[config.mk]
export PLATFORM = sky130hd
export DESIGN_NAME = doss_front
export DESIGN_NICKNAME = d
export VERILOG_FILES = /design/src/sv/doss_front.sv
export SDC_FILE = /design/constraint.sdc
export NUM_CORES = 1
export LEC_CHECK = 0
export BUFFER_PORTS_ARGS = -buffer_cell sky130_fd_sc_hd__buf_2
export CAP_MARGIN = 20
export CORE_MARGIN = 1
export CORE_UTILIZATION = 45
export DETAILED_ROUTE_END_ITERATION = 10
export PLACE_DENSITY = 0.67
export SKIP_CTS_REPAIR_TIMING = 1
export SYNTH_ARGS = -nofsm -noshare
export SYNTH_HDL_FRONTEND = slang
export SYNTH_SLANG_ARGS = --single-unit
[constraint.sdc]
create_clock -name clk -period 7.5 [get_ports clk]
set_input_delay 1.125 -clock clk [delete_from_list [all_inputs] [get_ports clk]]
set_output_delay 1.125 -clock clk [all_outputs]
set_load 0.1 [all_outputs]
[src/sv/doss_front.sv]
// front: accepts responses and queues them two deep
module doss_front (
  input  logic        clk,
  input  logic        rst,
  input  logic        in_valid,
  output logic        in_ready,
  input  logic [32:0] in_data,
  output logic        q_valid,
  input  logic        q_ready,
  output logic [32:0] q_data
);
  logic [32:0] slot [2];
  logic rd, wr;
  logic [1:0] cnt;
  logic push, pop;

  assign in_ready = cnt != 2'd2;
  assign q_valid  = cnt != 2'd0;
  assign q_data   = slot[rd];
  assign push = in_valid && in_ready;
  assign pop  = q_valid && q_ready;

  always_ff @(posedge clk) begin
    if (rst) begin
      rd <= 1'b0; wr <= 1'b0; cnt <= '0;
    end else begin
      if (push) wr <= ~wr;
      if (pop) rd <= ~rd;
      cnt <= cnt + {1'b0, push} - {1'b0, pop};
    end
    if (push) slot[wr] <= in_data;
  end
endmodule

==> results by stage <==
Status:
- The run finished with clean final reports.

Placed design:
- At the end of routability-driven placement, the weighted congestion stood at roughly 0.71.
- During placement, the flow inserted port buffers numbering 71.
- Detailed placement ended at an HPWL of 2949 um.
- Once placement completed, the tool counted placed cells totaling 270.

GRT:
- The number of global-route vias before repair is 1399.
- The global routing usage summed across all routing layers is 14.31%.
- The first global-routing pass estimated approximately 6600 um of wire.
- The total overflow left after global routing is 0.
- The number of antenna violations at the first check in global routing came to 0.
- The maximum number of pins on one net before global-route repair is 34.

STA:
- Setup repair after global routing left no endpoint under its margin.
- The final hold violation count is 0.
- The count of final max-slew check failures is 0.
- Headroom to the max-slew limit came out at just under 30%.
- The final worst hold slack is just over 500 ps.
- In the finished design, the share of the clock period the worst path needs comes to between 40% and 50%.
- For the pin with the worst max-slew slack, the measured transition is 1052 ps.
- The routed design could run at a clock period as short as 3201 ps.
- The number of failing setup endpoints in the final timing report is 0.
- The achievable frequency is 312.4 MHz.
- The summed negative setup slack over all endpoints is 0 ps.
- The clock arrives with approximately 4.2 ps of skew.

Logic synthesis:
- In this run, synthesis inferred 66 flip-flops with an integrated enable.
- The per-instance average area after synthesis is between 20 and 25 sq um.
- The number of flip-flops and latches in the synthesized netlist is slightly above 70.
- By count the netlist is led by sky130_fd_sc_hd__edfxtp_1, sky130_fd_sc_hd__mux2_4, sky130_fd_sc_hd__dfxtp_1, sky130_fd_sc_hd__nor2_1, sky130_fd_sc_hd__buf_6.
- Summed over all instances, the cell type with the most area after synthesis is sky130_fd_sc_hd__edfxtp_1.
- The post-synth net total is 166.
- After synthesis, the cell types taking the most area are sky130_fd_sc_hd__edfxtp_1, sky130_fd_sc_hd__mux2_4, sky130_fd_sc_hd__dfxtp_1.
- Counting flops with an async set or reset pin after synthesis yields a share of 0%.
- The share of the synthesized area in the top cell type is just over 70%.
- The fraction of the yosys area taken by sequential cells is roughly three quarters.
- The synthesis warning total is 0.
- The synthesized area is ~2700 sq um.
- The cell with the most instances after synthesis is sky130_fd_sc_hd__edfxtp_1.
- The number of different library cells used by synthesis comes to 16.
- The primary flip-flop cell chosen by synthesis mapping is sky130_fd_sc_hd__edfxtp_1.
- Synthesis produced ~130 cells.

CTS:
- The maximum level of the CTS H-tree is 3.
- CTS saw 71 sinks.
- The tree is rooted in a sky130_fd_sc_hd__clkbuf_8.
- The TritonCTS clock tree is built.
- After clock tree synthesis, the clock-pin slew on the worst setup and hold paths is approximately 60 ps.
- In this run the deepest clock path goes through 2 buffers.
- The number of buffers inserted during clock tree synthesis is 9.
- The clock reaches the later pin of the worst-skew pair after between 300 and 400 ps.

Critical path:
- STA classifies the critical path endpoint as a primary output.
- The kind of start point of the critical path is a flop.
- The classification of the worst setup path is flop to primary output.
- The highest fanout seen on the critical path is 33.
- At the worst endpoint, the required time is 6380 ps.
- STA puts the critical path data arrival time at about 2100 ps.

Floorplanning:
- between 70 and 80 I/O pins were placed.
- The die is 80.16 um tall.
- The core outline area is between 5000 and 6000 sq um.
- The horizontal die dimension is ~80 um.
- For this configuration, the core starts out at a cell density of a little under half.
- The die covers roughly 6400 sq um.
- The floorplan has 28 rows.

Routing:
- For this block, the via count after detailed routing is 1357.
- For this run, the detailed router's first-pass iteration total came to 4.
- The number of nets with antenna violations after detailed routing is 0.
- The DRC violation total after the first TritonRoute iteration is 94.
- Dividing the detail-routed wire length by the instance count gives about 15 um.
- The post-detailed-routing wire length is roughly 4300 um.
- For this run, design rule violations remaining after detail routing come to 0.
- Dividing the detail-routed via count by the number of cells gives roughly 4.7.

Layout:
- The area added between synthesis and finish is 21.53%.
- The total inserted antenna cells is 0.
- The post-route netlist has between 50% and 60% of its cells at a drive strength greater than 1.
- After the last flow step, the layout net total stands at between 200 and 250.
- Excluding fillers, the count of instances in the completed layout stands at around 290.

Run:
- The tool flagged a number of max-cap violations equal to 0.

Hold path:
- The path class of the tightest hold or removal check is flop to flop.
[logic make-up after synthesis]
| family | share of synthesized area (%) |
|---|---|
| buf+inv | 1.775 |
| xor+xnor | 0.9560 |
| mux | 18.16 |
| fa+ha+maj | 0.9102 |
| flops | 75.74 |
| compound gates | 0.3187 |
| simple gates | 2.140 |
[critical path, stage by stage (launching register included)]
cell and delay [ps]:
sky130_fd_sc_hd__dfxtp_2 1030, sky130_fd_sc_hd__mux2_4 300, sky130_fd_sc_hd__buf_2 420
[stage by stage]
stage,utilization (%),setup slack (ps),cell area [sq um]
floorplan,-,4468,2749
global placement,53.53,4609,3169
detailed placement,53.53,4589,3169
CTS,56.42,4229,3341
global route,56.42,4180,3341
finish,56.42,4299,3341
[per-layer routing]
layer | GRT usage [%] | vias to the layer above | part of all wire [%]
li1 | - | 647 | -
met1 | 16.06 | 661 | 37
met2 | 24.44 | 40 | 56
met3 | 3.977 | 9 | 5.0
met4 | 8.036 | 0 | 2.2
met5 | 0 | - | 0
[area by class of cell]
cell class                      instances  area (sq um)
Timing Repair Buffer                   72         362.8
Multi-Input combinational cell         51         625.6
Fill cell                             478          2580
Clock buffer                           15         166.4
Sequential cell                        71          2083
Tap cell                               75         93.84
Clock inverter                          1         5.005
Inverter                                1         3.754
[flip-flops by register name (all words and copies together), names as in the netlist, named ones only]
register / count
cnt: 2
wr: 1
rd: 1
slot: 66
[final timing paths]
check	start	endpoint	slack, ps	cells after the start
max	flop	q_data[15]	4300	2
min reg2reg	rd	rd	520	2
max reg2reg	cnt[0]	slot[1][28]	5620	3
min	rd	rd	520	2
[cell usage in the layout (no fill, tap or decap), types with 2 or more instances in the layout]
cell type                  netlist  layout
sky130_fd_sc_hd__dfxtp_1         5       4
sky130_fd_sc_hd__mux2_1          3       3
sky130_fd_sc_hd__clkbuf_8        0      11
sky130_fd_sc_hd__ha_1            2       2
sky130_fd_sc_hd__buf_2           0      71
sky130_fd_sc_hd__mux2_4         31      31
sky130_fd_sc_hd__xnor2_1         2       2
sky130_fd_sc_hd__nor2_1          5       4
sky130_fd_sc_hd__nor2b_1         2       2
sky130_fd_sc_hd__edfxtp_1       66      66
sky130_fd_sc_hd__clkbuf_1        0       4
Power is not shown: default switching activity piles up to over one toggle a cycle in this logic, so the estimate is an artifact.
